[config.mk]
export PLATFORM = sky130hd
export DESIGN_NAME = thl_convert
export DESIGN_NICKNAME = d
export VERILOG_FILES = /design/src/assert_macros.svh /design/src/thl_pkg.sv /design/src/thl_convert.sv
export SDC_FILE = /design/constraint.sdc
export NUM_CORES = 1
export LEC_CHECK = 0
export ABC_AREA = 0
export BUFFER_PORTS_ARGS = -buffer_cell sky130_fd_sc_hd__buf_2
export CAP_MARGIN = 25
export CORE_AREA = 5 5 113 137
export DETAILED_ROUTE_END_ITERATION = 16
export DIE_AREA = 0 0 118 142
export GPL_TIMING_DRIVEN = 0
export PLACE_DENSITY_LB_ADDON = 0.12
export SYNTH_ARGS = -nofsm -noshare
export SYNTH_HDL_FRONTEND = slang
export SYNTH_SLANG_ARGS = --single-unit
export TNS_END_PERCENT = 50
[constraint.sdc]
create_clock -name vclk -period 21.5
set_clock_uncertainty 0.05 [all_clocks]
set_input_delay 2.15 -clock vclk [all_inputs]
set_output_delay 2.15 -clock vclk [all_outputs]
set_load 0.02 [all_outputs]
[src/assert_macros.svh]
// ----------------------------------------------------------------------------
// Assertion macros
// Concurrent assertion helpers shared by the thermostat RTL. They expand to
// nothing when the code is built for synthesis.
// ----------------------------------------------------------------------------
`ifndef ASSERT_MACROS_SVH
`define ASSERT_MACROS_SVH

`ifndef SYNTHESIS

// Property must hold at every rising edge outside of reset.
`define THL_ASSERT(lbl, clk, rst_n, prop) \
	lbl: assert property (@(posedge clk) disable iff (!rst_n) (prop)) \
		else $error("thermostat assertion failed");

// Expression must never be true outside of reset.
`define THL_ASSERT_NEVER(lbl, clk, rst_n, expr) \
	lbl: assert property (@(posedge clk) disable iff (!rst_n) !(expr)) \
		else $error("thermostat forbidden condition seen");

`else

`define THL_ASSERT(lbl, clk, rst_n, prop)
`define THL_ASSERT_NEVER(lbl, clk, rst_n, expr)

`endif

`endif

[src/thl_pkg.sv]
// ----------------------------------------------------------------------------
// Thermostat package
// Field widths, register indexes, status codes and shared structs.
// ----------------------------------------------------------------------------
package thl_pkg;

	localparam int TempW   = 18;
	localparam int TimeW   = 32;
	localparam int MinutesW = 11;
	localparam int IndexW  = 2;
	localparam int DataW   = 18;

	// Register indexes of the configuration port.
	localparam logic [IndexW-1:0] REG_TARGET     = 2'd0;
	localparam logic [IndexW-1:0] REG_HYSTERESIS = 2'd1;
	localparam logic [IndexW-1:0] REG_MIN_CHANGE = 2'd2;

	// Register reset values.
	localparam logic [TempW-1:0]    TARGET_RESET     = 18'd72000;
	localparam logic [TempW-1:0]    HYSTERESIS_RESET = 18'd2000;
	localparam logic [MinutesW-1:0] MIN_CHANGE_RESET = 11'd5;

	// Conversion constants: five times Fahrenheit in milli-F is raw*9 + 160000.
	localparam logic signed [22:0] F_OFFSET_X5 = 23'sd160000;
	localparam logic [21:0]        F_MAX_X5    = 22'd750000;
	// ceil(2^22 / 5); exact floor division by five for any value below 2^22.
	localparam logic [19:0]        RECIP5      = 20'd838861;
	localparam int                 RecipShift  = 22;

	localparam logic [5:0] SEC_PER_MIN = 6'd60;

	typedef enum logic [1:0] {
		STATUS_VALID = 2'd0,
		STATUS_RANGE = 2'd1,
		STATUS_CRC   = 2'd2
	} status_t;

	typedef struct packed {
		logic [TempW-1:0]    target;
		logic [TempW-1:0]    hysteresis;
		logic [MinutesW-1:0] min_minutes;
	} cfg_t;

	typedef struct packed {
		status_t          status;
		logic [TempW-1:0] temp;
	} reading_t;

	typedef struct packed {
		logic ac_on;
		logic switched;
		logic blocked;
	} decision_t;

endpackage

[src/thl_convert.sv]
// ----------------------------------------------------------------------------
// Reading conversion
// Converts milli-Celsius to milli-Fahrenheit and classifies the reading.
// ----------------------------------------------------------------------------
module thl_convert
	import thl_pkg::*;
(
	input  logic signed [TempW-1:0] raw_milli_c,
	input  logic                    sensor_crc_ok,
	output reading_t                reading
);

	logic signed [22:0] raw_x;
	logic signed [22:0] num_x5;
	logic               out_of_range;
	logic [39:0]        prod;

	// Five times the Fahrenheit value: raw*9 + 160000, done as shift and add.
	assign raw_x  = {{(23-TempW){raw_milli_c[TempW-1]}}, raw_milli_c};
	assign num_x5 = (raw_x <<< 3) + raw_x + F_OFFSET_X5;

	// Range check on the exact value before any truncation.
	assign out_of_range = num_x5[22] || (num_x5[21:0] > F_MAX_X5);

	// Floor division by five through the reciprocal; the value is below 2^20 here.
	assign prod = {20'd0, num_x5[19:0]} * {20'd0, RECIP5};

	// Status and temperature; invalid readings report zero.
	always_comb begin
		if (!sensor_crc_ok) begin
			reading.status = STATUS_CRC;
			reading.temp   = '0;
		end else if (out_of_range) begin
			reading.status = STATUS_RANGE;
			reading.temp   = '0;
		end else begin
			reading.status = STATUS_VALID;
			reading.temp   = prod[RecipShift +: TempW];
		end
	end

endmodule

==> run summary <==
vias -> 5619
crit path max fanout -> 6
Yosys cell types -> 52
final WL -> 17200 um
sequential cell count -> 0
die width -> 118 um
DRC Markers -> 0
Critical Path Max Stage Delay -> 580 ps
vias per inst -> 5.21
CP max-delay cell -> fa_1
Hold Buf Count CTS -> 0
Filler cells -> 1206
status -> complete, no violations
vias in the first global route -> 6282
fin crit period -> 12950 ps
Die Ht -> 142 um
Post-CTS Setup Inserts -> 0
warnings from Yosys -> 0
post-synthesis cell count -> 863
Fmax -> 0.0772 GHz
DP HPWL -> 16200 um
RSZ-0062 raised after global routing -> false
n_diodes -> 0
Critical Path RT -> 19300 ps
max_slew headroom -> 28.7%
critical path capture point type -> primary output
total track usage -> 21.5%
first-pass GRT wire length -> 29700 um
post-synthesis cell area -> 8220 um2
Cell Rows -> 48
period utilization -> 60.2%
Seq. cell area -> 0 um2
metal2 WL -> 9080 um
Arr. time, crit path -> 10750 ps
Avg WL per Cell -> 16.0 um
initial antenna violation count -> 0
Slew Viols, Final -> 0
Setup CP Type -> primary input to primary output
IO Pins -> 39
Synth top area share -> 36.1%
most frequent cell after synthesis -> inv_1
initial core utilization -> 58.5%
multi-input logic area -> 7160 um2
GPL Wtd Cong -> 0.922
largest net degree at the start of global routing -> 11
DR top layer -> met4
Hold Crit Class -> primary input to primary output
count of final hold-check violations -> 0
count of cells resized by post-cts repair -> 0
drt first pass iters -> 4
Worst Max-Slew Pin Slew -> 1060 ps
DIE AREA -> 16800 um2
setup violators final -> 0
area grow syn2layout -> 5.13%
share of layout cells above drive strength 1 -> 6.42%
DR WL met3 -> 540 um
synth cell count leaders -> inv_1 (280), ha_1 (237), fa_1 (140), xnor2_1 (25)
antenna viol nets, final -> 0
DRT met1 WL -> 7070 um
syn_nets -> 1259
Initial DRC Count -> 137
Final Net Count -> 1301
max cap viols -> 0
Seq/Total Area, Yosys -> 0%
crit path launch type -> primary input
I/O Buffers -> 39
Clock Buffer Count -> 0
Yosys top cell by area -> ha_1
Core Region -> 14100 um2
final setup TNS -> 0 ps
Mean Syn Cell Area -> 9.53 um2
top post-synthesis cells by area -> ha_1 (36%), fa_1 (34%), inv_1 (13%)
grt total ovfl -> 0
Crit path top cell by count -> fa_1
## logic make-up after synthesis
family	count (synthesis)	share of synthesized area (%)
buffers and inverters	282	13.0
xor gates and xnor gates	36	3.83
AOI/OAI and AO/OA	77	7.00
and+or+nand+nor	91	6.06
adders and majority gates	377	70.1
## placed cells by master, fill, tap and decap left out, types with 3 or more instances in the layout
cell	count
xor2_1	11
and2_1	17
fa_1	140
and3_1	5
inv_1	280
xnor2_1	25
nand2_1	11
ha_1	237
a21oi_1	23
o21ai_0	9
nand2b_1	3
nor3_1	6
o21a_1	6
a31oi_1	3
nand3_1	3
a21o_1	12
buf_2	39
nor2_1	23
nand4_1	6
o21bai_1	4
## metrics by stage
stage / utilization [%] / setup slack (ps) / hold slack, ps / std cells / instance area (um2)
finish: 61.5 / 8550 / 4570 / 1078 / 8640
global route: 61.5 / 8000 / 4610 / 1078 / 8640
CTS: 61.5 / 8490 / 4580 / 1078 / 8640
detailed placement: 61.5 / 8520 / 4580 / 1078 / 8640
global placement: 61.5 / 8570 / 4570 / 1077 / 8640
floorplan: - / 9830 / 4360 / 863 / 8220
## path summary, 6_finish.rpt
| check | start | end | slack, ps | depth (start not counted) |
|---|---|---|---|---|
| setup / recovery | raw_milli_c[1] | reading[15] | 8550 | 32 |
| hold / removal | sensor_crc_ok | reading[19] | 4570 | 3 |
## per-layer routing
| metal | track usage [%] | up-vias |
|---|---|---|
| li1 | - | 2772 |
| met1 | 26.5 | 2706 |
| met2 | 41.4 | 101 |
| met3 | 0.875 | 40 |
| met4 | 5.37 | 0 |
| met5 | 0 | - |
## area by class of cell
| cell class | count | share of cell area (%) |
|---|---|---|
| Buffer | 2 | 0.174 |
| Inverter | 280 | 12.2 |
| Multi-Input combinational cell | 581 | 82.8 |
| Tap cell | 175 | 2.53 |
| Timing Repair Buffer | 40 | 2.34 |
## critical path: cells and delay by family
kind / cells / cell delay (ps)
fa+ha+maj: 11 / 4660
compound gates: 9 / 2060
simple gates: 4 / 770
xor+xnor: 2 / 570
buf+inv: 6 / 540
Power is not shown: default switching activity piles up to over one toggle a cycle in this logic, so the estimate is an artifact.
