--- config.mk ---
export PLATFORM = sky130hd
export DESIGN_NAME = thl_decide
export DESIGN_NICKNAME = d
export VERILOG_FILES = /design/src/thl_pkg.sv /design/src/thl_decide.sv
export VERILOG_INCLUDE_DIRS = /design/src /design/src/src
export SDC_FILE = /design/constraint.sdc
export NUM_CORES = 1
export LEC_CHECK = 0
export BUFFER_PORTS_ARGS = -buffer_cell sky130_fd_sc_hd__buf_4
export CORE_AREA = 4 4 147 149
export CTS_BUF_LIST = sky130_fd_sc_hd__clkbuf_8
export DETAILED_ROUTE_END_ITERATION = 12
export DIE_AREA = 0 0 151 153
export PLACE_DENSITY_LB_ADDON = 0.08
export SLEW_MARGIN = 20
export SYNTH_ARGS = -nofsm -noshare
export SYNTH_HDL_FRONTEND = slang
export SYNTH_SLANG_ARGS = --single-unit
--- constraint.sdc ---
create_clock -name clk -period 7.9 [get_ports clk]
set_clock_uncertainty 0.05 [all_clocks]
set_input_delay 1.185 -clock clk [delete_from_list [all_inputs] [get_ports clk]]
set_output_delay 1.185 -clock clk [all_outputs]
set_load 0.05 [all_outputs]
--- src/assert_macros.svh ---
// ----------------------------------------------------------------------------
// Assertion macros
// Concurrent assertion helpers shared by the thermostat RTL. They expand to
// nothing when the code is built for synthesis.
// ----------------------------------------------------------------------------
`ifndef ASSERT_MACROS_SVH
`define ASSERT_MACROS_SVH

`ifndef SYNTHESIS

// Property must hold at every rising edge outside of reset.
`define THL_ASSERT(lbl, clk, rst_n, prop) \
	lbl: assert property (@(posedge clk) disable iff (!rst_n) (prop)) \
		else $error("thermostat assertion failed");

// Expression must never be true outside of reset.
`define THL_ASSERT_NEVER(lbl, clk, rst_n, expr) \
	lbl: assert property (@(posedge clk) disable iff (!rst_n) !(expr)) \
		else $error("thermostat forbidden condition seen");

`else

`define THL_ASSERT(lbl, clk, rst_n, prop)
`define THL_ASSERT_NEVER(lbl, clk, rst_n, expr)

`endif

`endif

--- src/thl_pkg.sv ---
// ----------------------------------------------------------------------------
// Thermostat package
// Field widths, register indexes, status codes and shared structs.
// ----------------------------------------------------------------------------
package thl_pkg;

	localparam int TempW   = 18;
	localparam int TimeW   = 32;
	localparam int MinutesW = 11;
	localparam int IndexW  = 2;
	localparam int DataW   = 18;

	// Register indexes of the configuration port.
	localparam logic [IndexW-1:0] REG_TARGET     = 2'd0;
	localparam logic [IndexW-1:0] REG_HYSTERESIS = 2'd1;
	localparam logic [IndexW-1:0] REG_MIN_CHANGE = 2'd2;

	// Register reset values.
	localparam logic [TempW-1:0]    TARGET_RESET     = 18'd72000;
	localparam logic [TempW-1:0]    HYSTERESIS_RESET = 18'd2000;
	localparam logic [MinutesW-1:0] MIN_CHANGE_RESET = 11'd5;

	// Conversion constants: five times Fahrenheit in milli-F is raw*9 + 160000.
	localparam logic signed [22:0] F_OFFSET_X5 = 23'sd160000;
	localparam logic [21:0]        F_MAX_X5    = 22'd750000;
	// ceil(2^22 / 5); exact floor division by five for any value below 2^22.
	localparam logic [19:0]        RECIP5      = 20'd838861;
	localparam int                 RecipShift  = 22;

	localparam logic [5:0] SEC_PER_MIN = 6'd60;

	typedef enum logic [1:0] {
		STATUS_VALID = 2'd0,
		STATUS_RANGE = 2'd1,
		STATUS_CRC   = 2'd2
	} status_t;

	typedef struct packed {
		logic [TempW-1:0]    target;
		logic [TempW-1:0]    hysteresis;
		logic [MinutesW-1:0] min_minutes;
	} cfg_t;

	typedef struct packed {
		status_t          status;
		logic [TempW-1:0] temp;
	} reading_t;

	typedef struct packed {
		logic ac_on;
		logic switched;
		logic blocked;
	} decision_t;

endpackage

--- src/thl_decide.sv ---
// ----------------------------------------------------------------------------
// AC decision
// Hysteresis request, minimum change time check and the AC state registers.
// ----------------------------------------------------------------------------
`include "assert_macros.svh"

module thl_decide
	import thl_pkg::*;
(
	input  logic             clk,
	input  logic             arst_n,
	input  logic             en,
	input  logic [TimeW-1:0] now_sec,
	input  reading_t         reading,
	input  cfg_t             cfg,
	output decision_t        decision
);

	logic             ac_state_q;
	logic [TimeW-1:0] last_change_q;
	logic [TempW:0]   on_level;
	logic [TempW:0]   off_level;
	logic             want;
	logic [TimeW-1:0] elapsed;
	logic [16:0]      min_sec;
	logic             time_ok;

	// Request on at or above target+hysteresis, off at or below target-hysteresis.
	assign on_level  = {1'b0, cfg.target} + {1'b0, cfg.hysteresis};
	assign off_level = {1'b0, reading.temp} + {1'b0, cfg.hysteresis};

	always_comb begin
		want = ac_state_q;
		if (on_level <= {1'b0, reading.temp}) begin
			want = 1'b1;
		end else if (off_level <= {1'b0, cfg.target}) begin
			want = 1'b0;
		end
	end

	// Wrapping elapsed time against the minimum change interval.
	assign elapsed = now_sec - last_change_q;
	assign min_sec = {6'd0, cfg.min_minutes} * {11'd0, SEC_PER_MIN};
	assign time_ok = elapsed >= {{(TimeW-17){1'b0}}, min_sec};

	always_comb begin
		decision.switched = 1'b0;
		decision.blocked  = 1'b0;
		if (reading.status == STATUS_VALID && want != ac_state_q) begin
			decision.switched = time_ok;
			decision.blocked  = !time_ok;
		end
		decision.ac_on = decision.switched ? want : ac_state_q;
	end

	// State moves only when the item leaves for the result register.
	always_ff @(posedge clk or negedge arst_n) begin
		if (!arst_n) begin
			ac_state_q    <= 1'b0;
			last_change_q <= '0;
		end else if (en && decision.switched) begin
			ac_state_q    <= decision.ac_on;
			last_change_q <= now_sec;
		end
	end

	`THL_ASSERT(a_switch_updates, clk, arst_n,
		(en && decision.switched) |=> (last_change_q == $past(now_sec)
		&& ac_state_q != $past(ac_state_q)))
	`THL_ASSERT(a_hold_keeps_state, clk, arst_n,
		(en && !decision.switched) |=> ($stable(ac_state_q) && $stable(last_change_q)))
	`THL_ASSERT_NEVER(a_switch_and_block, clk, arst_n,
		decision.switched && decision.blocked)

endmodule

==> results.yml <==
hold_path:
  hold_path.class: "reg -> reg"
  min_from: "last_change_q[11]"
final_layout:
  drive_gt1_share_pct: 15.54
  stdcell_count: 1235
  utilization_pct: 41.03
  area_growth_pct: 17.92
  antenna_cells: 0
  layout.nets: 1224
cts:
  clock_sinks: 33
  htreeDepth: 2
  clkLatencyLatePin_ns: 0.31
  cts_root_buf: "clkbuf_8"
  clk_pin_slew_ns: 0.06
  numCtsBuffers: 5
  cts_tree: "yes"
  clk_path_buf_depth: 2
floorplan:
  dieHeight_um: 153
  ios: 105
  rows: 52
  core_area_mm2: 0.02017
  die_area_mm2: 0.02310
  die_w_um: 151
  start_util_pct: 34.80
detailed_routing:
  drtIter0Drc: 287
  route.detailed.drc: 0
  via_per_inst: 5.097
  vias: 6295
  wl_per_cell_um: 14.51
  ant_nets: 0
  first_pass_iters: 4
  drt-total-wl_mm: 17.93
setup_path:
  rr_worst_depth: 20
  startpoint: "cfg[0]"
  critPathKind: "in -> out"
  crit_fanout: 3
  rr_endpoint: "last_change_q[10]"
  start_kind: "input port"
  crit_arrival_ns: 6.31
  worstPathRequired_ns: 6.66
  end_kind: "output port"
  ff2ff_setup_slack_ns: 2.76
  endpoint: "decision[2]"
  rr_startpoint: "last_change_q[0]"
placement:
  port_buffers: 104
  dpl.hpwl_mm: 15.57
  routabilityCongestion: 0.8655
  dp_cells: 1225
logic_synthesis:
  syn_area_per_cell_um2: 8.218
  synth_area_mm2: 0.007018
  synthesis.nets: 1114
  netlist_instances: 854
  synth_cell_types: 73
  synth-edff-count: 0
  async_reset_ff_share_pct: 100.0
  ys_ff_latch: 33
  ys_warn_count: 0
  yosysSeqAreaShare_pct: 11.77
  synth_flop_cell: "dfrtp_1"
sta:
  slew_viol_final: 0
  relSlewSlack_pct: 35.53
  hold_slack_ns: 0.4433
  finalCritPeriodShare_pct: 95.47
  tns_ns: 0
  worstMarginPinSlew_ns: 0.9426
  min_period_ns: 7.542
  setup_viol: 0
  timing_hold_violations_final: 0
  fmax_mhz: 132.6
global_routing:
  grt-ovfl-total: 0
  grt_first_pass_wirelength_mm: 29.79
  grt_pass1_vias: 6188
  antenna_found_initial: 0
  grtUsageTotal_pct: 15.58
  grt_max_degree: 34
run:
  cap_violations: 0
power_and_ir_drop:
  power.density_mw_per_mm2: 260.3
  p_leak_uw: 0.004075
  irDropWorstVdd_uv: 82.30
  power_uw: 2154
outcome:
  status: "finished clean"
[layer usage]
layer / wire [µm] / share of wire [%] / vias to the layer above / global-route usage [%]
li1: - / - / 3299 / -
met2: 8224 / 46 / 86 / 25.33
met3: 619 / 3.5 / 10 / 1.925
met1: 8925 / 50 / 2900 / 22.24
met4: 156 / 0.87 / 0 / 2.979
met5: 0 / 0 / - / 0
[how the worst min path moves through the flow]
stage                              to  slack, ns  depth (start not counted)
global placement    last_change_q[30]       0.43                          1
CTS                 last_change_q[10]       0.45                          1
detailed placement  last_change_q[17]       0.43                          1
floorplan           last_change_q[10]       0.41                          1
global route        last_change_q[13]       0.46                          1
finish              last_change_q[11]       0.44                          1
[area by class of cell]
cell class                 instances  area [µm²]
clock buffer                       7       96.34
clock inverter                     1       5.005
fill                            2136       11890
inverter                         128       480.5
multi-input combinational        683        5678
sequential                        33       825.8
tap                              270       337.8
timing repair buffer             113       852.1
[sequential cells by signal, summed over array words and instances, names as in the netlist]
register,count
ac_state_q,1
last_change_q,32
[cell usage in the layout, fill, tap and decap left out, types with 4 or more instances in the layout]
| cell type | instances |
|---|---|
| nand2b_1 | 8 |
| o21ai_1 | 7 |
| a211oi_1 | 12 |
| nand2_1 | 45 |
| mux2i_1 | 6 |
| xor2_1 | 15 |
| and2_1 | 8 |
| nand3_1 | 14 |
| nor4_1 | 5 |
| mux2_1 | 28 |
| o211ai_1 | 15 |
| inv_1 | 126 |
| o21a_1 | 13 |
| buf_4 | 112 |
| or2_2 | 5 |
| nor2b_1 | 11 |
| ha_1 | 136 |
| dfrtp_1 | 33 |
| a311oi_1 | 5 |
| clkbuf_8 | 7 |
| a31oi_1 | 11 |
| and3_1 | 5 |
| o21bai_1 | 7 |
| o21ai_0 | 43 |
| xnor2_1 | 40 |
| nor2_1 | 43 |
| a21o_1 | 25 |
| a21oi_1 | 59 |
| nand4_1 | 17 |
| fa_1 | 22 |
| mux2_2 | 4 |
| nor3_1 | 19 |
[where the power goes]
| part | internal [µW] | leakage (µW) | switching, µW |
|---|---|---|---|
| clock | 78.9 | 0.0000542 | 72.6 |
| combinational | 752 | 0.00362 | 958 |
| sequential | 252 | 0.000399 | 40.5 |
[timing repair]
action,4_1_cts,5_1_grt
pin swaps,1,12
gates resized for setup,1,13
buffers inserted,0,2
hold buffers,0,0
setup endpoints to repair,1,3
[metrics by stage]
| stage | instance area (µm²) | worst slack (ns) |
|---|---|---|
| 4_1_cts | 8227 | 0.01221 |
| 3_3_place_gp | 8120 | 0.07514 |
| 6_report | 8275 | 0.3581 |
| 3_5_place_dp | 8120 | -0.03511 |
| 5_1_grt | 8275 | -0.02795 |
| 2_1_floorplan | 7018 | 0.3019 |
[cells in the mapped netlist (11+ instances only)]
master / number / area (µm²)
nor2b_1: 11 / 68.82
a211oi_1: 12 / 90.09
a21o_1: 25 / 187.7
nand2_1: 45 / 168.9
nand4_1: 17 / 106.4
a31oi_1: 12 / 75.07
inv_1: 126 / 473.0
nor2_1: 43 / 161.4
a21oi_1: 60 / 300.3
xnor2_1: 40 / 350.3
o21ai_0: 48 / 240.2
fa_1: 22 / 440.4
ha_1: 136 / 1702
xor2_1: 15 / 131.4
mux2_1: 28 / 315.3
o211ai_1: 15 / 112.6
nor3_1: 19 / 95.09
o21a_1: 13 / 97.59
nand3_1: 14 / 70.07
dfrtp_1: 33 / 825.8
[critical path, stage by stage]
cell	delay, ns
buf_4	0.13
fa_1	0.57
fa_1	0.44
ha_1	0.29
a21o_1	0.19
a21oi_2	0.15
o21ai_0	0.09
a21oi_1	0.16
o21ai_0	0.10
a21oi_1	0.21
o21ai_1	0.11
or4_1	0.40
o311a_1	0.15
xnor2_1	0.16
ha_1	0.25
o21ai_0	0.08
a31oi_1	0.07
o21ai_1	0.22
o211ai_1	0.15
a221oi_2	0.22
nand4_1	0.21
or3_4	0.39
a22o_1	0.24
buf_6	0.15
[cells by family (layout without fill, tap and decap cells)]
family                     count (synthesis)  after routing  synth area share [%]
DFF                                       33             33                 11.77
muxes                                     38             38                 5.990
AOI/OAI and AO/OA                        240            240                 23.16
xor gates and xnor gates                  55             55                 6.864
adders and majority gates                158            158                 30.52
buffers and inverters                    138            249                 7.827
and+or+nand+nor                          192            192                 13.87
(Power assumes the default switching activity.)
